File: src/hdl/ultrasonic_echo_ranger_average_macros.svh
// ----------------------------------------------------------------------------
// ultrasonic echo ranger assertion macros
// shared concurrent assertion forms for the ranger modules
// ----------------------------------------------------------------------------
`ifndef ULTRASONIC_ECHO_RANGER_AVERAGE_MACROS_SVH
`define ULTRASONIC_ECHO_RANGER_AVERAGE_MACROS_SVH

// same-cycle implication
`define UERA_ASSERT_SAME(lbl, clk, rst_n, ante, cons, msg) \
    lbl: assert property (@(posedge clk) disable iff (!(rst_n)) (ante) |-> (cons)) \
        else $error(msg);

// next-cycle implication
`define UERA_ASSERT_NEXT(lbl, clk, rst_n, ante, cons, msg) \
    lbl: assert property (@(posedge clk) disable iff (!(rst_n)) (ante) |=> (cons)) \
        else $error(msg);

`endif

File: src/hdl/uera_pkg.sv
// ----------------------------------------------------------------------------
// uera_pkg
// types and constants shared by the echo ranger controller and datapath
// ----------------------------------------------------------------------------
package uera_pkg;

    localparam int SAMPLE_DEPTH_DEF = 8;

    localparam int DATA_W     = 18;
    localparam int TICK_W     = 16;
    localparam int MUL_W      = 13;
    localparam int PROD_W     = TICK_W + MUL_W;
    localparam int DIST_SHIFT = 10;
    localparam int S_DATA_W   = 8;
    localparam int M_DATA_W   = 40;
    localparam int CFG_ADDR_W = 2;

    localparam logic [MUL_W-1:0]  DIST_MUL   = 13'd4496;
    localparam logic [TICK_W-1:0] TRIG_TICKS = 16'd3;

    localparam logic [DATA_W-1:0] MOUNT_HEIGHT_RST = 18'd51200;
    localparam logic [TICK_W-1:0] ECHO_TIMEOUT_RST = 16'd30000;
    localparam logic [DATA_W-1:0] MIN_DISTANCE_RST = 18'd128;
    localparam logic [DATA_W-1:0] MAX_DISTANCE_RST = 18'd153600;

    localparam logic [CFG_ADDR_W-1:0] REG_MOUNT_HEIGHT = 2'd0;
    localparam logic [CFG_ADDR_W-1:0] REG_ECHO_TIMEOUT = 2'd1;
    localparam logic [CFG_ADDR_W-1:0] REG_MIN_DISTANCE = 2'd2;
    localparam logic [CFG_ADDR_W-1:0] REG_MAX_DISTANCE = 2'd3;

    typedef enum logic [2:0] {
        PH_IDLE      = 3'd0,
        PH_TRIG_LOW  = 3'd1,
        PH_TRIG_HIGH = 3'd2,
        PH_WAIT_RISE = 3'd3,
        PH_MEASURE   = 3'd4
    } phase_t;

    typedef enum logic [2:0] {
        S_IDLE      = 3'd0,
        S_EVAL      = 3'd1,
        S_STORE     = 3'd2,
        S_DIV_START = 3'd3,
        S_DIV       = 3'd4,
        S_AVG       = 3'd5,
        S_OUT       = 3'd6
    } ctrl_state_t;

    typedef struct packed {
        logic accept;
        logic eval;
        logic store;
        logic div_start;
        logic avg;
        logic out_load;
    } cmd_t;

    typedef struct packed {
        logic done;
        logic div_last;
        logic out_free;
    } status_t;

endpackage

File: src/hdl/uera_div.sv
// ----------------------------------------------------------------------------
// uera_div
// restoring divider, one quotient bit per cycle
// ----------------------------------------------------------------------------
module uera_div #(
    parameter int DIVIDEND_W = 21,
    parameter int DIVISOR_W  = 4
) (
    input  logic                  aclk,
    input  logic                  aresetn,
    input  logic                  start,
    input  logic [DIVIDEND_W-1:0] dividend,
    input  logic [DIVISOR_W-1:0]  divisor,
    output logic                  last,
    output logic [DIVIDEND_W-1:0] quotient
);
    localparam int STEP_W = $clog2(DIVIDEND_W);

    logic                  busy_reg, busy_next;
    logic [STEP_W-1:0]     step_reg, step_next;
    logic [DIVIDEND_W-1:0] quo_reg, quo_next;
    logic [DIVISOR_W-1:0]  rem_reg, rem_next;
    logic [DIVISOR_W-1:0]  dsr_reg, dsr_next;
    logic [DIVISOR_W:0]    shifted;
    logic [DIVISOR_W:0]    diff;

    assign last     = busy_reg && (step_reg == STEP_W'(DIVIDEND_W - 1));
    assign quotient = quo_reg;

    always_comb begin
        shifted   = {rem_reg, quo_reg[DIVIDEND_W-1]};
        diff      = shifted - {1'b0, dsr_reg};
        busy_next = busy_reg;
        step_next = step_reg;
        quo_next  = quo_reg;
        rem_next  = rem_reg;
        dsr_next  = dsr_reg;
        if (start) begin
            busy_next = 1'b1;
            step_next = '0;
            quo_next  = dividend;
            rem_next  = '0;
            dsr_next  = divisor;
        end else if (busy_reg) begin
            step_next = step_reg + STEP_W'(1);
            if (shifted >= {1'b0, dsr_reg}) begin
                rem_next = diff[DIVISOR_W-1:0];
                quo_next = {quo_reg[DIVIDEND_W-2:0], 1'b1};
            end else begin
                rem_next = shifted[DIVISOR_W-1:0];
                quo_next = {quo_reg[DIVIDEND_W-2:0], 1'b0};
            end
            if (last) begin
                busy_next = 1'b0;
            end
        end
    end

    always_ff @(posedge aclk) begin
        if (!aresetn) begin
            busy_reg <= 1'b0;
            step_reg <= '0;
        end else begin
            busy_reg <= busy_next;
            step_reg <= step_next;
        end
    end

    always_ff @(posedge aclk) begin
        quo_reg <= quo_next;
        rem_reg <= rem_next;
        dsr_reg <= dsr_next;
    end

endmodule

File: src/hdl/uera_dp.sv
// ----------------------------------------------------------------------------
// uera_dp
// echo ranger datapath: phase timing, distance, sample ring, mean, output word
// ----------------------------------------------------------------------------
`include "ultrasonic_echo_ranger_average_macros.svh"

module uera_dp #(
    parameter int SAMPLE_DEPTH = uera_pkg::SAMPLE_DEPTH_DEF
) (
    input  logic                                aclk,
    input  logic                                aresetn,
    input  logic [uera_pkg::S_DATA_W-1:0]       s_tdata,
    input  logic                                cfg_wr_en,
    input  logic [uera_pkg::CFG_ADDR_W-1:0]     cfg_addr,
    input  logic [uera_pkg::DATA_W-1:0]         cfg_wr_data,
    input  uera_pkg::cmd_t                      cmd,
    output uera_pkg::status_t                   status,
    output logic                                m_tvalid,
    input  logic                                m_tready,
    output logic [uera_pkg::M_DATA_W-1:0]       m_tdata
);
    import uera_pkg::*;

    localparam int SLOT_W = (SAMPLE_DEPTH > 1) ? $clog2(SAMPLE_DEPTH) : 1;
    localparam int CNT_W  = $clog2(SAMPLE_DEPTH + 1);
    localparam int SUM_W  = DATA_W + $clog2(SAMPLE_DEPTH);
    localparam logic [CNT_W-1:0]  DEPTH_C = CNT_W'(SAMPLE_DEPTH);
    localparam logic [SLOT_W-1:0] LAST_SLOT = SLOT_W'(SAMPLE_DEPTH - 1);

    logic [DATA_W-1:0] mount_reg, min_reg, max_reg;
    logic [TICK_W-1:0] timeout_reg;

    logic              start_reg, echo_reg;
    phase_t            phase_reg, phase_next;
    logic [TICK_W-1:0] ticks_reg, ticks_next, ticks_inc;
    logic              trig_reg, done_reg, tmo_reg, cand_reg;
    logic              trig_c, done_c, tmo_c, cand_c;
    logic [PROD_W-1:0] prod_reg;

    logic [DATA_W-1:0] mem [SAMPLE_DEPTH];
    logic [DATA_W-1:0] rd_data_reg;
    logic [SLOT_W-1:0] slot_reg;
    logic [CNT_W-1:0]  count_reg;
    logic [SUM_W-1:0]  sum_reg, sum_upd;
    logic [DATA_W-1:0] avg_reg;

    logic [DATA_W:0]   dist_raw;
    logic [DATA_W-1:0] dist_sat, old_val;
    logic              store_ok;

    logic              have_avg;
    logic [DATA_W-1:0] avg_out, level;
    logic              m_valid_reg;
    logic [M_DATA_W-1:0] m_data_reg;

    logic              div_last;
    logic [SUM_W-1:0]  quotient;

    // configuration registers
    always_ff @(posedge aclk) begin
        if (!aresetn) begin
            mount_reg   <= MOUNT_HEIGHT_RST;
            timeout_reg <= ECHO_TIMEOUT_RST;
            min_reg     <= MIN_DISTANCE_RST;
            max_reg     <= MAX_DISTANCE_RST;
        end else if (cfg_wr_en) begin
            case (cfg_addr)
                REG_MOUNT_HEIGHT: mount_reg   <= cfg_wr_data;
                REG_ECHO_TIMEOUT: timeout_reg <= cfg_wr_data[TICK_W-1:0];
                REG_MIN_DISTANCE: min_reg     <= cfg_wr_data;
                REG_MAX_DISTANCE: max_reg     <= cfg_wr_data;
                default: ;
            endcase
        end
    end

    always_ff @(posedge aclk) begin
        if (cmd.accept) begin
            start_reg <= s_tdata[0];
            echo_reg  <= s_tdata[1];
        end
    end

    // phase step for one tick
    always_comb begin
        ticks_inc  = ticks_reg + TICK_W'(1);
        phase_next = phase_reg;
        ticks_next = ticks_reg;
        trig_c     = 1'b0;
        done_c     = 1'b0;
        tmo_c      = 1'b0;
        cand_c     = 1'b0;
        case (phase_reg)
            PH_TRIG_LOW: begin
                ticks_next = ticks_inc;
                if (ticks_inc >= TRIG_TICKS) begin
                    phase_next = PH_TRIG_HIGH;
                    ticks_next = '0;
                end
            end
            PH_TRIG_HIGH: begin
                trig_c     = 1'b1;
                ticks_next = ticks_inc;
                if (ticks_inc >= TRIG_TICKS) begin
                    phase_next = PH_WAIT_RISE;
                    ticks_next = '0;
                end
            end
            PH_WAIT_RISE: begin
                if (echo_reg) begin
                    phase_next = PH_MEASURE;
                    ticks_next = TICK_W'(1);
                end else if (ticks_reg >= timeout_reg) begin
                    done_c = 1'b1;
                    tmo_c  = 1'b1;
                end else begin
                    ticks_next = ticks_inc;
                end
            end
            PH_MEASURE: begin
                if (!echo_reg) begin
                    done_c = 1'b1;
                    cand_c = 1'b1;
                end else if (ticks_reg >= timeout_reg) begin
                    done_c = 1'b1;
                    tmo_c  = 1'b1;
                end else begin
                    ticks_next = ticks_inc;
                end
            end
            default: begin
                phase_next = PH_IDLE;
                if (start_reg) begin
                    phase_next = PH_TRIG_LOW;
                    ticks_next = '0;
                end
            end
        endcase
        if (done_c) begin
            phase_next = PH_IDLE;
            ticks_next = '0;
        end
    end

    always_ff @(posedge aclk) begin
        if (!aresetn) begin
            phase_reg <= PH_IDLE;
            ticks_reg <= '0;
            trig_reg  <= 1'b0;
            done_reg  <= 1'b0;
            tmo_reg   <= 1'b0;
            cand_reg  <= 1'b0;
        end else if (cmd.eval) begin
            phase_reg <= phase_next;
            ticks_reg <= ticks_next;
            trig_reg  <= trig_c;
            done_reg  <= done_c;
            tmo_reg   <= tmo_c;
            cand_reg  <= cand_c;
        end
    end

    always_ff @(posedge aclk) begin
        if (cmd.eval) begin
            prod_reg <= PROD_W'(ticks_reg) * PROD_W'(DIST_MUL);
        end
    end

    // distance, window test and ring update
    always_comb begin
        dist_raw = prod_reg[PROD_W-1:DIST_SHIFT];
        dist_sat = dist_raw[DATA_W] ? '1 : dist_raw[DATA_W-1:0];
        store_ok = cand_reg && (dist_sat > min_reg) && (dist_sat < max_reg);
        old_val  = (count_reg == DEPTH_C) ? rd_data_reg : '0;
        sum_upd  = sum_reg - SUM_W'(old_val) + SUM_W'(dist_sat);
    end

    always_ff @(posedge aclk) begin
        rd_data_reg <= mem[slot_reg];
        if (cmd.store && store_ok) begin
            mem[slot_reg] <= dist_sat;
        end
    end

    always_ff @(posedge aclk) begin
        if (!aresetn) begin
            slot_reg  <= '0;
            count_reg <= '0;
            sum_reg   <= '0;
        end else if (cmd.store && store_ok) begin
            slot_reg <= (slot_reg == LAST_SLOT) ? '0 : slot_reg + SLOT_W'(1);
            if (count_reg != DEPTH_C) begin
                count_reg <= count_reg + CNT_W'(1);
            end
            sum_reg <= sum_upd;
        end
    end

    uera_div #(
        .DIVIDEND_W (SUM_W),
        .DIVISOR_W  (CNT_W)
    ) u_div (
        .aclk     (aclk),
        .aresetn  (aresetn),
        .start    (cmd.div_start),
        .dividend (sum_reg),
        .divisor  (count_reg),
        .last     (div_last),
        .quotient (quotient)
    );

    always_ff @(posedge aclk) begin
        if (!aresetn) begin
            avg_reg <= '0;
        end else if (cmd.avg) begin
            avg_reg <= (count_reg == '0) ? '0 : quotient[DATA_W-1:0];
        end
    end

    // output word
    always_comb begin
        have_avg = (count_reg != '0);
        avg_out  = have_avg ? avg_reg : '0;
        level    = (have_avg && (mount_reg > avg_reg)) ? mount_reg - avg_reg : '0;
    end

    always_ff @(posedge aclk) begin
        if (!aresetn) begin
            m_valid_reg <= 1'b0;
        end else if (cmd.out_load) begin
            m_valid_reg <= 1'b1;
        end else if (m_tready) begin
            m_valid_reg <= 1'b0;
        end
    end

    always_ff @(posedge aclk) begin
        if (cmd.out_load) begin
            m_data_reg <= {level, avg_out, have_avg, tmo_reg, done_reg, trig_reg};
        end
    end

    assign m_tvalid        = m_valid_reg;
    assign m_tdata         = m_data_reg;
    assign status.done     = done_reg;
    assign status.div_last = div_last;
    assign status.out_free = !m_valid_reg || m_tready;

    `UERA_ASSERT_SAME(a_tmo_with_done, aclk, aresetn, tmo_reg, done_reg, "timeout without done")
    `UERA_ASSERT_NEXT(a_load_valid, aclk, aresetn, cmd.out_load, m_valid_reg, "word lost")
    `UERA_ASSERT_NEXT(a_echo_fall, aclk, aresetn, cmd.eval && (phase_reg == PH_MEASURE) && !echo_reg, cand_reg && done_reg, "echo fall missed")
    `UERA_ASSERT_NEXT(a_count_held, aclk, aresetn, count_reg != '0, count_reg != '0, "sample count dropped")

endmodule

File: src/hdl/uera_ctrl.sv
// ----------------------------------------------------------------------------
// uera_ctrl
// echo ranger sequencer: steps each input word through the datapath
// ----------------------------------------------------------------------------
`include "ultrasonic_echo_ranger_average_macros.svh"

module uera_ctrl (
    input  logic               aclk,
    input  logic               aresetn,
    input  logic               s_tvalid,
    output logic               s_tready,
    input  uera_pkg::status_t  status,
    output uera_pkg::cmd_t     cmd
);
    import uera_pkg::*;

    ctrl_state_t state_reg, state_next;

    always_ff @(posedge aclk) begin
        if (!aresetn) begin
            state_reg <= S_IDLE;
        end else begin
            state_reg <= state_next;
        end
    end

    always_comb begin
        state_next = state_reg;
        cmd        = '0;
        s_tready   = 1'b0;
        case (state_reg)
            S_IDLE: begin
                s_tready = 1'b1;
                if (s_tvalid) begin
                    cmd.accept = 1'b1;
                    state_next = S_EVAL;
                end
            end
            S_EVAL: begin
                cmd.eval   = 1'b1;
                state_next = S_STORE;
            end
            S_STORE: begin
                cmd.store  = 1'b1;
                state_next = status.done ? S_DIV_START : S_OUT;
            end
            S_DIV_START: begin
                cmd.div_start = 1'b1;
                state_next    = S_DIV;
            end
            S_DIV: begin
                if (status.div_last) begin
                    state_next = S_AVG;
                end
            end
            S_AVG: begin
                cmd.avg    = 1'b1;
                state_next = S_OUT;
            end
            S_OUT: begin
                if (status.out_free) begin
                    cmd.out_load = 1'b1;
                    state_next   = S_IDLE;
                end
            end
            default: begin
                state_next = S_IDLE;
            end
        endcase
    end

    `UERA_ASSERT_NEXT(a_accept_eval, aclk, aresetn, (state_reg == S_IDLE) && s_tvalid, state_reg == S_EVAL, "accepted word not evaluated")

endmodule

File: src/hdl/ultrasonic_echo_ranger_average.sv
// ----------------------------------------------------------------------------
// ultrasonic_echo_ranger_average
// ultrasonic ranging with trigger sequencing, echo timing and a moving mean
//
// channel   dir  handshake            payload
// s_        in   s_tvalid/s_tready    s_tdata: start_req, echo
// m_        out  m_tvalid/m_tready    m_tdata: trigger .. water_level
// cfg_      in   cfg_wr_en            cfg_addr, cfg_wr_data
//
// an accepted word passes S_EVAL and S_STORE and is loaded into the output
// register in S_OUT once it is free; a word that ends a measurement also
// passes S_DIV_START, S_DIV and S_AVG, the divider forming the mean one
// quotient bit per cycle; the input is taken again in the cycle after the load
// a finished word waits in the output register while the next word is taken
// reset is synchronous and needs no clearing pass
// ----------------------------------------------------------------------------
module ultrasonic_echo_ranger_average #(
    parameter int SAMPLE_DEPTH = uera_pkg::SAMPLE_DEPTH_DEF
) (
    input  logic                              aclk,
    input  logic                              aresetn,
    input  logic                              s_tvalid,
    output logic                              s_tready,
    input  logic [uera_pkg::S_DATA_W-1:0]     s_tdata,     // start_req, echo
    output logic                              m_tvalid,
    input  logic                              m_tready,
    // trigger, done_res, timed_out, have_average, average_distance, water_level
    output logic [uera_pkg::M_DATA_W-1:0]     m_tdata,
    input  logic                              cfg_wr_en,
    input  logic [uera_pkg::CFG_ADDR_W-1:0]   cfg_addr,
    input  logic [uera_pkg::DATA_W-1:0]       cfg_wr_data
);
    import uera_pkg::*;

    cmd_t    cmd;
    status_t status;

    uera_ctrl u_ctrl (
        .aclk     (aclk),
        .aresetn  (aresetn),
        .s_tvalid (s_tvalid),
        .s_tready (s_tready),
        .status   (status),
        .cmd      (cmd)
    );

    uera_dp #(
        .SAMPLE_DEPTH (SAMPLE_DEPTH)
    ) u_dp (
        .aclk        (aclk),
        .aresetn     (aresetn),
        .s_tdata     (s_tdata),
        .cfg_wr_en   (cfg_wr_en),
        .cfg_addr    (cfg_addr),
        .cfg_wr_data (cfg_wr_data),
        .cmd         (cmd),
        .status      (status),
        .m_tvalid    (m_tvalid),
        .m_tready    (m_tready),
        .m_tdata     (m_tdata)
    );

endmodule
File: config.mk
export PLATFORM = sky130hd
export DESIGN_NAME = ultrasonic_echo_ranger_average
export DESIGN_NICKNAME = d
export VERILOG_FILES = /design/src/hdl/uera_pkg.sv /design/src/hdl/uera_div.sv /design/src/hdl/uera_dp.sv /design/src/hdl/uera_ctrl.sv /design/src/hdl/ultrasonic_echo_ranger_average.sv
export VERILOG_INCLUDE_DIRS = /design/src /design/src/hdl
export SDC_FILE = /design/constraint.sdc
export NUM_CORES = 1
export LEC_CHECK = 0
export BUFFER_PORTS_ARGS = -buffer_cell sky130_fd_sc_hd__buf_2
export CORE_MARGIN = 1
export CORE_UTILIZATION = 35
export DETAILED_ROUTE_END_ITERATION = 16
export SLEW_MARGIN = 10
export SYNTH_ARGS = -nofsm -noshare
export SYNTH_HDL_FRONTEND = slang
export SYNTH_HIERARCHICAL = 1
export SYNTH_SLANG_ARGS = --single-unit
File: constraint.sdc
create_clock -name aclk -period 5.5 [get_ports aclk]
set_input_delay 0.275 -clock aclk [delete_from_list [all_inputs] [get_ports aclk]]
set_output_delay 0.275 -clock aclk [all_outputs]
set_load 0.005 [all_outputs]
Word-level counts from Yosys, hierarchy flattened
Memories as Yosys holds them, arrays and structs flattened. A register that Yosys moved wholly into a read port is not among the register bits.
Cells that the tools add are included.
{ "word_totals": {"reg_bits": 245, "ramBits": 144, "inputBits": 33, "out_inout_bits": 42, "elab_cells": 144, "memories": 1} }
{ "memory_table": {"columns": ["name", "words", "word_bits", "rd", "rd_clocked_by_memory_dff", "wr", "line_no", "text"], "rows": [
  ["u_dp.mem", 8, 18, 1, 1, 1, "uera_dp.sv:40", "logic [DATA_W-1:0] mem [SAMPLE_DEPTH];"]
]} }
{ "op_classes": {"addsub": 8, "multipliers": 1, "magnitude_cmp": 6, "n_eq_ne": 25, "n_mux": 51, "n_bitwise": 1, "n_reduce_logical": 24} }
{ "ops": {"columns": ["op", "count"], "rows": [
  ["16-bit two-way mux", 6],
  ["18-bit two-way mux", 3],
  ["16-bit case mux with 3 select lines", 1],
  ["21-bit two-way mux", 2],
  ["18-bit greater-than comparator", 2],
  ["3-bit two-way mux", 9],
  ["16-bit by 9-bit multiplier with 25-bit output, second input constant", 1],
  ["1-bit two-way mux", 25],
  ["21-bit by 18-bit adder with 21-bit output", 1],
  ["3-bit case mux with 7 select lines", 1],
  ["21-bit by 18-bit subtractor with 21-bit output", 1],
  ["18-bit < comparator", 1],
  ["18-bit subtractor", 1],
  ["16-bit by 1-bit adder with 16-bit output, second input constant", 1],
  ["16-bit greater-or-equal comparator", 1],
  ["16-bit by 2-bit greater-or-equal comparator with 1-bit output, second input constant", 1],
  ["3-bit == test, second input constant", 5],
  ["3-bit by 2-bit == test with 1-bit output, second input constant", 4],
  ["3-bit by 1-bit inequality test with 1-bit output, second input constant", 4],
  ["3-bit case mux with 4 select lines", 1],
  ["2-bit AND reduction", 5],
  ["3-bit by 1-bit == test with 1-bit output, second input constant", 2],
  ["3-bit AND reduction", 2],
  ["5-bit by 1-bit adder with 5-bit output, second input constant", 1],
  ["other kinds (25)", 35]
]} }

Logic depth before layout (Yosys ltp)
Gate-level depths: netlist of the first run.
{ "logic_depth": {"depth_word": 7, "mapped_depth": 19, "ltp_nobuf": 18} }

Modules after synthesis
The synthesis of the first run kept the hierarchy.
{ "modules_own_cells": {"columns": ["module", "n_inst", "cells_each", "area_per_inst_um2", "seq_area_each_um2"], "rows": [
  ["uera_dp", 1, 1870, 19082.1, 9318.9],
  ["uera_div", 1, 120, 1619.1, 950.9],
  ["uera_ctrl", 1, 29, 230.2, 60.1]
]} }

Worst setup path after synthesis of the first run
Ideal clock, no wire load.
{ "synth_path": {"kind": "register -> register", "start": "reg u_dp.ticks_reg[12]", "end": "reg u_dp.prod_reg[26] (data pin)", "setup_time_ns": 0.258, "arrival_ns": 3.971, "required_ns": 5.242, "setup_slack_ns": 1.272, "path_stages_with_launch": 16, "path_buffers": 0, "period_less_slack_ns": 4.228, "cell_sequence": "dfxtp_1 > ha_1 > ha_1 > fa_1 > inv_1 > fa_1 > inv_1 > ha_1 > a21o_1 > a21o_1 > a21o_1 > or3b_2 > o2111ai_1 > nand2_1 > o22ai_1 > xnor2_1"} }
{ "synth_via": {"elab_chain_len": 1} }
{ "synth_lines": {"columns": ["element", "line_no", "text"], "rows": [
  ["from (decl)", "uera_dp.sv:35", "logic [TICK_W-1:0] ticks_reg, ticks_next, ticks_inc;"],
  ["from (signal assigned)", "uera_dp.sv:155", "ticks_reg <= ticks_next;"],
  ["16-bit by 9-bit multiplier with 25-bit output", "uera_dp.sv:165", "prod_reg <= PROD_W'(ticks_reg) * PROD_W'(DIST_MUL);"],
  ["to (signal assigned)", "uera_dp.sv:165", null],
  ["to (decl)", "uera_dp.sv:38", "logic [PROD_W-1:0] prod_reg;"]
]} }
Every way passes these cells.
A chain may end at the register's enable or synchronous reset.

Worst setup path in the final report of the first run
{ "layout_path": {"start": "reg u_dp.ticks_reg[8]", "end": "reg u_dp.prod_reg[26] (data pin)"} }
Same word-level chain as after synthesis.

==> results of run 1 <==
-- worst reg2reg max path: stages, from the launching register on --
cell and delay (ns):
dfxtp_1 0.58, ha_1 0.33, ha_1 0.30, fa_1 0.55
inv_1 0.06, fa_1 0.53, inv_1 0.05, ha_1 0.36
a21oi_1 0.20, o21bai_1 0.08, a21oi_1 0.22, or3b_2 0.49
o2111ai_1 0.25, nand2_1 0.11, o22ai_1 0.17, xnor2_1 0.08
-- power breakdown --
| part | internal, mW | leakage, nW | switching [mW] | total [mW] |
|---|---|---|---|---|
| Clock | 1.66 | 0.696 | 1.21 | 2.87 |
| Combinational | 0.285 | 5.13 | 0.440 | 0.725 |
| Sequential | 3.25 | 3.45 | 0.0467 | 3.30 |
| Total | 5.20 | 9.28 | 1.69 | 6.89 |
-- layout make-up --
| cell class | count | area share, % |
|---|---|---|
| Sequential cell | 401 | 43.60 |
| Multi-Input combinational cell | 1296 | 39.65 |
| Clock buffer | 71 | 5.593 |
| Tap cell | 773 | 4.083 |
| Inverter | 248 | 3.935 |
| Timing Repair Buffer | 105 | 2.736 |
| Clock inverter | 13 | 0.4014 |
-- worst paths after layout --
path / end / cells past startpoint / slack [ns] / startpoint
hold reg to reg: u_dp/m_tdata[0] / 0 / 0.45 / u_dp/trig_reg
hold / removal: u_dp/max_reg[5] / 3 / 0.03 / cfg_wr_data[5]
setup reg to reg: u_dp/prod_reg[26] / 15 / 0.89 / u_dp/ticks_reg[8]
setup / recovery: u_dp/prod_reg[26] / 15 / 0.89 / u_dp/ticks_reg[8]
-- synthesized netlist by cell type, drive strengths merged, types with 18 or more instances --
cell / n / area share (%)
nor3: 21 / 0.53
mux2: 21 / 1.1
xnor2: 36 / 1.5
a21o: 18 / 0.65
o211ai: 20 / 0.74
a22oi: 73 / 2.6
nand2b: 33 / 0.99
fa: 43 / 4.1
o21ai: 58 / 1.4
edfxtp: 230 / 33
nand2: 186 / 3.3
nand3: 41 / 1.0
nor2b: 20 / 0.60
dfxtp: 171 / 16
xor2: 25 / 1.1
or2: 27 / 0.82
inv: 248 / 4.4
a21oi: 154 / 3.7
nand4: 35 / 1.0
ha: 168 / 10
nor2: 129 / 2.3
and2: 30 / 0.91
clkbuf: 58 / 1.0
-- per-layer routing --
layer / up-vias / GRT usage, %
met5: - / 0
met4: 0 / 6.481
li1: 7219 / -
met2: 410 / 28.64
met1: 7157 / 22.00
met3: 117 / 2.582
-- per-stage QoR --
step / total power, mW / cells / hold WS [ns] / cell area, um2
after global placement: 4.047 / 2811 / 0.4152 / 22140
after detailed placement: 4.073 / 2811 / 0.4208 / 22140
after global routing: 7.177 / 2907 / 0.02012 / 23690
final: 6.893 / 2907 / 0.03172 / 23690
after floorplan: 3.872 / 2019 / 0.3739 / 20930
after CTS: 6.973 / 2907 / 0.0002177 / 23680
-- cell families after synthesis --
family / Yosys count / share of synthesized area, %
compound gates: 418 / 12.81
xor+xnor: 61 / 2.588
fa+ha+maj: 211 / 14.16
buf+inv: 322 / 6.019
flops: 401 / 49.35
mux: 30 / 1.560
simple gates: 576 / 13.52
==> metrics.txt, run 1 <==
root buf cell clkbuf_16; Die Width 246.6 um; CP arrival a little under 5 ns; # rows 89; FMAX around 220 MHz; CP Capture Type register; global-route wire length before repair 80,520 um; Synthesis Warnings 6; Top-Level Pins 75; total track usage approximately 17%; Clock Sinks 401; Fin. Hold Viols 0; wl on met1 22,550 um; Worst Max-Slew Pin Slew 1.226 ns; # DRC 0; Area Overhead vs Synth 13.18%; WL met3 ~2500 um; largest net degree at the start of global routing 91; post-route clock period utilization between 80% and 90%; Top FF cell, synth edfxtp_1; final core utilization 40.14%; vias in the first global route 14.79k; CTS tree built; router iterations before antenna repair 5; Synth Area per Inst 10.37 um2; Detailed Route Iter0 Violations 1,010; Setup violations, final 0; ANT nets after route 0; # fillers 5,704; routed wl met2 24,560 um; Slew headroom 17.78%; PD cells 291.0 nW/um2; status completed; number of antenna violations at the first check in global routing 0; vias per inst around 5.1; Lkg Pwr approximately 9.3 nW; HP Class in2reg; Syn Inst Count 2,019; HPWL after DPL 35,830 um; Setup WS post-layout 0.8879 ns; clk_lat worst skew 0.58 ns; Post-synth EDFFs 230; Die ar. between 60,000 and 70,000 um2; DR top layer met4; # hold bufs at CTS 12; CTS Buffer Depth 3; Die Ht between 200 and 250 um; RSZ-0062 raised after global routing false; Post-CTS Setup Repair Bufs 0; Max Cap Violations 0; CTS-repair resized insts 0; flops & latches, synth 401; commonest cells after routing, fill and taps aside 247 x inv_1, 230 x edfxtp_1, 186 x nand2_1, 171 x dfxtp_1, 168 x ha_1; gpl congestion 0.8956; # diodes 0; slowest CP cell dfxtp_1; post-detailed-route wirelength per cell 17.71 um; total gr overflow 0; Final min period around 4.6 ns; Worst EP required 5.82 ns; initial core utilization 35.47%; fraction of registers with async set/reset 0%; clock skew 0.02481 ns; Synth cell types between 80 and 90; max reg flops around 140; Critical Path, Cell by Cell ha_1 > ha_1 > fa_1 > inv_1 > fa_1 > inv_1 > ha_1 > a21oi_1 > o21bai_1 > a21oi_1 > or3b_2 > o2111ai_1 > nand2_1 > o22ai_1 > xnor2_1; Slew Viols, Final 0; Peak VDD IR around 0.21 mV; sequential-to-total area share from yosys stat approximately 50%; CP delay by family, top adder cells; worst slack, placed 0.9277 ns; PortBufs 68; Core ar. 59,020 um2; Top reg by flops u_dp/mem; Post-Syn Area 20,930 um2; commonest non-fill, non-tap cell in the layout inv_1; TritonCTS buffer count 45; critical path class reg2reg; sequential cell area approximately 10,000 um2; Nets roughly 2.3k; worst-path fanout max 8; setup_tns 0 ns; Crit path largest cell delay 0.58 ns; startpoint types register; via count 14.90k; Multi-input gate area 9393 um2; WP buf/inv 2; post-synthesis net count about 2.3k; clock slew at reported path FFs 0.06 ns; share of cells above drive strength 1 10.97%; H-tree Lvls 2; Routed WL 51,490 um; most used cell, CP ha_1
Note: power is estimated with default switching activity, not from simulation.
==> inputs of run 2 (changes only) <==
==> constraint.sdc (replaced) <==
create_clock -name aclk -period 4 [get_ports aclk]
set_input_delay 0.2 -clock aclk [delete_from_list [all_inputs] [get_ports aclk]]
set_output_delay 0.2 -clock aclk [all_outputs]
set_load 0.005 [all_outputs]
==> run 2 against run 1 <==
  * Clock-buffer cell count shrank 5
  * Core utilization is 2.0 points higher
  * Sequential power up 38%
  * Die area stayed put
  * Hold slack better by 0.046 ns
  * Flip-flop and latch count unchanged
  * Largest cell class unchanged
  * Combinational power grew 46%
  * Clock skew down 0.014 ns
  * Worst setup slack worse by 0.80 ns
  * Critical path depth is the same
  * Non-clock buffer count grew 100
  * Final cell count up 3.5%
==> metrics.txt, run 2 (synthesis gave the netlist of run 1 again) <==
P_sw 2.366 mW (+40%); HPWL after DPL 38,910 um (+8.6%); worst-path fanout max 4 (-4); r2r setup slk 0.09 ns (-0.80 ns); WL met3 2677 um (+6.3%); total track usage 17.76% (+0.71 points); PortBufs 68 (unchanged); Top-Level Pins 75 (unchanged); CP Capture Type register; Hold Path Stages 2 (-1); via count 15.30k (+2.7%); Setup violations, final 0 (unchanged); # rows 89 (unchanged); HP Start s_tvalid; hold endpoint u_dp/start_reg; Worst Max-Slew Pin Slew 1.231 ns (+0.004813 ns); placed cell count 2,894 (+3.0%); Reg-to-Reg End u_dp/prod_reg[26]; PD cells 396.5 nW/um2 (+36%); number of antenna violations at the first check in global routing 0 (unchanged); root buf cell clkbuf_16; Clk network pwr share 43.3% (+1.7 points); total gr overflow 0 (unchanged); most used cell, CP ha_1; Nets 2,442 (+4.3%); Detailed Route Iter0 Violations 1,086 (+7.5%); FMAX 255.9 MHz (+18%); # diodes 0 (unchanged); DR top layer met4; clk_lat worst skew 0.58 ns (about the same); CTS Buffer Depth 3 (unchanged); Die ar. 60,790 um2 (unchanged); Lkg Pwr 9.821 nW (+5.8%); vias in the first global route 15.28k (+3.3%); WP buf/inv 2 (unchanged); Clock Sinks 401 (unchanged); ANT nets after route 0 (unchanged); largest net degree at the start of global routing 75 (-18%); Worst EP required 4.33 ns (-1.49 ns); TritonCTS buffer count 45 (unchanged); Critical Path, Cell by Cell ha_1 > ha_1 > inv_1 > fa_1 > inv_1 > fa_1 > ha_1 > a21oi_2 > o21bai_1 > a21oi_2 > or3b_4 > o2111ai_4 > nand2_2 > o22ai_2 > xnor2_1; Logic pwr share 10.7% (+0.2 points); clock slew at reported path FFs 0.06 ns (about the same); status completed; CP delay by family, top adder cells; clock skew 0.01084 ns (-0.01398 ns); Final Non-Filler Cells 3,008 (+3.5%); Max Cap Violations 0 (unchanged); fin area 24,900 um2 (+5.1%); internal power 7.505 mW (+44%); HP Class in2reg; gpl congestion 0.9062 (+1.2%); vias per inst 5.086 (-0.79%); Die Width 246.6 um (unchanged); critical path class reg2reg; slowest CP cell fa_1; Top reg by flops u_dp/mem; max reg flops 144 (unchanged); Area Overhead vs Synth 18.94%; commonest non-fill, non-tap cell in the layout inv_1; post-route clock period utilization 97.69% (+14 points); initial core utilization 35.47% (unchanged); commonest cells after routing, fill and taps aside 246 x inv_1, 230 x edfxtp_1, 185 x nand2_1, 161 x dfxtp_1, 152 x ha_1; Final min period 3.908 ns (-0.7046 ns); Peak VDD IR 0.2664 mV (+29%); CP arrival 4.24 ns (-0.69 ns); placed cell area 22,840 um2 (+3.2%); CTS tree built; share of cells above drive strength 1 16.69% (+5.7 points); startpoint types register; sequential cell fraction of total power 46.0% (-1.9 points); Crit path largest cell delay 0.54 ns (-0.04 ns); Slew Viols, Final 0 (unchanged); switching share of power 23.97% (-0.58 points); wl on met1 23,630 um (+4.8%); H-tree Lvls 2 (unchanged); reg2reg start u_dp/ticks_reg[6]; global-route wire length before repair 83,790 um (+4.1%); Die Ht 246.6 um (unchanged); Fin. Hold Viols 0 (unchanged); Slew headroom 17.86% (+0.082 points); Reg2Reg Depth 15 (unchanged); post-detailed-route wirelength per cell 17.90 um (+1.1%); # DRC 0 (unchanged); Core ar. 59,020 um2 (unchanged); # fillers 5,634 (-1.2%); router iterations before antenna repair 5 (unchanged); Routed WL 53,840 um (+4.6%); routed wl met2 25,930 um (+5.6%)
==> run 2: per-layer routing <==
layer | global-route usage, % | up-vias
li1 | - | 7421
met1 | 23.12 | 7385
met2 | 30.20 | 396
met3 | 2.298 | 97
met4 | 6.100 | 0
met5 | 0 | -
==> run 2: what timing repair did <==
item | CTS | global route
resized for setup | 7 | 40
gates cloned | 0 | 1
buffers inserted | 1 | 7
pin swaps | 3 | 15
setup endpoints to repair | 3 | 17
endpoints found under the hold margin | 73 | 0
hold buffers | 21 | 0
==> run 2: power groups by stage <==
stage | sequential, mW | combinational, mW | clock, mW
global placement | 4.62 | 0.988 | 0
global route | 4.55 | 1.18 | 4.53
floorplan | 4.60 | 0.728 | 0
finish | 4.54 | 1.06 | 4.28
CTS | 4.54 | 1.03 | 4.38
detailed placement | 4.63 | 1.01 | 0
==> run 2: how the worst max path moves through the flow <==
| stage | start | to | slack (ns) | cells after the start |
|---|---|---|---|---|
| finish | u_dp/ticks_reg[6] | u_dp/prod_reg[26] | 0.09 | 15 |
| global route | u_dp/ticks_reg[9] | u_dp/prod_reg[26] | -0.03 | 16 |
| CTS | u_dp/ticks_reg[9] | u_dp/prod_reg[27] | 0.005 | 16 |
| detailed placement | u_dp/ticks_reg[10] | u_dp/prod_reg[27] | -0.11 | 15 |
| global placement | u_dp/ticks_reg[10] | u_dp/prod_reg[27] | -0.09 | 15 |
| floorplan | u_dp/ticks_reg[10] | u_dp/prod_reg[27] | 0.01 | 15 |
==> run 2: through the flow <==
stage	util, %	hold WS [ns]	setup WS (ns)	power [mW]	TNS, ns
global placement	38.70	0.3840	-0.09090	5.613	-0.1628
global route	42.18	0.08724	-0.03226	10.26	-0.03323
floorplan	-	0.2989	0.01365	5.324	0
CTS	41.77	0.06455	0.005499	9.950	0
detailed placement	38.70	0.3788	-0.1143	5.639	-0.2126
finish	42.18	0.07780	0.09248	9.871	0
==> run 2: final cells by class <==
class                      instances  area [um2]  share of cell area (%)
tap                              773       967.2                   3.885
clock inverter                    18       267.8                   1.076
sequential                       401       10350                   41.56
clock buffer                      66        1265                   5.081
inverter                         248       932.1                   3.744
timing repair buffer             205        1446                   5.810
multi-input combinational       1297        9669                   38.84
==> run 2: worst reg2reg max path, cell delays in order, from the launching register on <==
cell       delay, ns
dfxtp_2         0.35
ha_1            0.30
ha_1            0.28
inv_1           0.06
fa_1            0.54
inv_1           0.06
fa_1            0.42
ha_1            0.31
a21oi_2         0.17
o21bai_1        0.10
a21oi_2         0.16
or3b_4          0.41
o2111ai_4       0.22
nand2_2         0.10
o22ai_2         0.10
xnor2_1         0.07
==> inputs of run 3 (changes only) <==
--- a/config.mk
+++ b/config.mk
@@ -7,9 +7,10 @@
 export NUM_CORES = 1
 export LEC_CHECK = 0
 export BUFFER_PORTS_ARGS = -buffer_cell sky130_fd_sc_hd__buf_2
-export CORE_MARGIN = 1
+export CORE_MARGIN = 2
 export CORE_UTILIZATION = 35
 export DETAILED_ROUTE_END_ITERATION = 16
+export REMOVE_ABC_BUFFERS = 1
 export SLEW_MARGIN = 10
 export SYNTH_ARGS = -nofsm -noshare
 export SYNTH_HDL_FRONTEND = slang
==> run 3 against run 2 <==
  * Maximum frequency up 0.50%
  * Cell area up 0.42%
  * Non-clock buffer count up 1
  * Highest routed layer unchanged
==> metrics.txt, run 3 (synthesis gave the netlist of run 1 again) <==
status completed; hold endpoint u_dp/start_reg; total gr overflow 0 (unchanged); # DRC 0 (unchanged); Hold Path Stages 2 (unchanged); Lkg Pwr 9.827 nW (about the same); post-detailed-route wirelength per cell 17.74 um (-0.91%); Routed WL 53,320 um (-0.98%); P_sw 2.372 mW (+0.25%); Clock Sinks 401 (unchanged); total track usage 16.95% (-0.81 points); final core utilization 42.36% (+0.18 points); RSZ-0062 raised after global routing true; Detailed Route Iter0 Violations 940 (-13%); clk_lat worst skew 0.59 ns (about the same); vias per inst 5.095 (+0.18%); PortBufs 68 (unchanged); router iterations before antenna repair 5 (unchanged); Critical Path, Cell by Cell ha_4 > ha_4 > fa_1 > inv_2 > fa_1 > inv_2 > ha_4 > a21o_1 > a21o_1 > a21o_1 > or4_4 > a21oi_4 > o21bai_1 > a21oi_1 > xnor2_1; via count 15.32k (+0.11%); worst slack, placed -0.2727 ns (-0.1585 ns); Slew headroom 21.23% (+3.4 points); CTS Buffer Depth 3 (unchanged); Top-Level Pins 75 (unchanged); Final Non-Filler Cells 3,006 (-0.066%); Setup WS post-layout 0.1119 ns (+0.01941 ns); largest net degree at the start of global routing 95 (+27%); reg2reg start u_dp/ticks_reg[11]; CP arrival 4.21 ns (-0.03 ns); number of antenna violations at the first check in global routing 0 (unchanged); slowest CP cell fa_1; Die Width 248.6 um (+0.81%); Final min period 3.888 ns (-0.01941 ns); Die Ht 248.6 um (+0.81%); commonest non-fill, non-tap cell in the layout inv_1; global-route wire length before repair 83,860 um (about the same); vias in the first global route 15.52k (+1.6%); HP Class in2reg; PD cells 393.1 nW/um2 (-0.86%); Nets 2,442 (unchanged); share of cells above drive strength 1 17.06% (+0.37 points); HP Start s_tvalid; switching share of power 24.13% (+0.17 points); WP buf/inv 2 (unchanged); # diodes 0 (unchanged); overall power 9.827 mW (-0.44%); post-route clock period utilization 97.20% (-0.49 points); r2r setup slk 0.11 ns (+0.02 ns); placed cell count 2,899 (+0.17%); internal power 7.456 mW (-0.66%); Reg-to-Reg End u_dp/prod_reg[27]; worst-path fanout max 4 (unchanged); Clk network pwr share 43.2% (about the same); H-tree Lvls 2 (unchanged); clock skew 0.03266 ns (+0.02183 ns); Fin. Hold Viols 0 (unchanged); # rows 89 (unchanged); # fillers 5,620 (-0.25%); max reg flops 144 (unchanged); Core ar. 59,020 um2 (unchanged); Die ar. 61,780 um2 (+1.6%); HPWL after DPL 38,050 um (-2.2%); Peak VDD IR 0.3118 mV (+17%); CP delay by family, top adder cells; root buf cell clkbuf_16; Setup violations, final 0 (unchanged); Worst EP required 4.32 ns (about the same); Max Cap Violations 0 (unchanged); Worst Max-Slew Pin Slew 1.175 ns (-0.05558 ns); startpoint types register; Reg2Reg Depth 15 (unchanged); CTS tree built; clock slew at reported path FFs 0.06 ns (about the same); gpl congestion 0.8855 (-2.3%); initial core utilization 35.47% (unchanged); FMAX 257.2 MHz (+0.50%); CP Capture Type register; Slew Viols, Final 0 (unchanged); Logic pwr share 10.7% (about the same); Top reg by flops u_dp/mem; Crit path largest cell delay 0.52 ns (-0.02 ns); commonest cells after routing, fill and taps aside 243 x inv_1, 230 x edfxtp_1, 185 x nand2_1, 161 x dfxtp_1, 150 x ha_1; critical path class reg2reg; TritonCTS buffer count 44 (-2.2%); sequential cell fraction of total power 46.2% (+0.2 points); ANT nets after route 0 (unchanged); Area Overhead vs Synth 19.44%
## run 3: cell types whose count changed in the layout (fill, tap and decap cells not counted), sizes merged
cell / before / now
clkinv: 7 / 9
clkbuf: 66 / 61
clkinvlp: 2 / 4
buf: 184 / 185
inv: 251 / 249
## run 3: metrics by stage
| step | instance area, um2 | setup TNS [ns] | hold slack [ns] |
|---|---|---|---|
| 3_5_place_dp | 22890 | -0.7915 | 0.3819 |
| 6_report | 25000 | 0 | 0.04624 |
| 5_1_grt | 25000 | -0.1121 | 0.04742 |
| 2_1_floorplan | 20600 | -21.53 | 0.2718 |
| 3_3_place_gp | 22890 | -0.7866 | 0.3819 |
| 4_1_cts | 24770 | 0 | 0.02535 |
## run 3: repair_timing
action,4_1_cts,5_1_grt
buffers inserted,0,4
cloned,0,1
resized for setup,21,46
pin swaps,7,19
hold endpoints to repair,72,0
hold buffers,21,0
setup endpoints to repair,8,161
## run 3: routing by layer
metal	global-route usage (%)	vias to the layer above	part of all wire (%)
met5	0	-	0
met4	5.800	0	2.8
met3	2.366	99	5.4
met2	28.52	396	48
met1	22.34	7399	44
li1	-	7422	-
## run 3: worst max path at each step
stage                             from           endpoint  depth (start not counted)
finish              u_dp/ticks_reg[11]  u_dp/prod_reg[27]                         15
global route         u_dp/ticks_reg[6]  u_dp/prod_reg[26]                         15
CTS                  u_dp/count_reg[0]   u_dp/sum_reg[19]                         16
detailed placement  u_dp/ticks_reg[11]  u_dp/prod_reg[26]                         15
global placement    u_dp/ticks_reg[11]  u_dp/prod_reg[26]                         15
floorplan           u_dp/ticks_reg[12]  u_dp/prod_reg[26]                         15
## run 3: final cells by class
class / instances / area, um2 / area share, %
sequential: 401 / 10350 / 41.39
multi-input combinational: 1297 / 9703 / 38.81
timing repair buffer: 206 / 1516 / 6.066
clock buffer: 61 / 1225 / 4.900
tap: 773 / 967.2 / 3.869
inverter: 248 / 932.1 / 3.729
clock inverter: 20 / 309.0 / 1.236
## run 3: power groups by stage
stage	logic [mW]	registers [mW]	clock network, mW
after floorplan	0.696	4.61	0
after global placement	0.982	4.62	0
after detailed placement	1.00	4.63	0
after CTS	1.03	4.54	4.33
after global routing	1.18	4.55	4.50
final	1.05	4.54	4.24
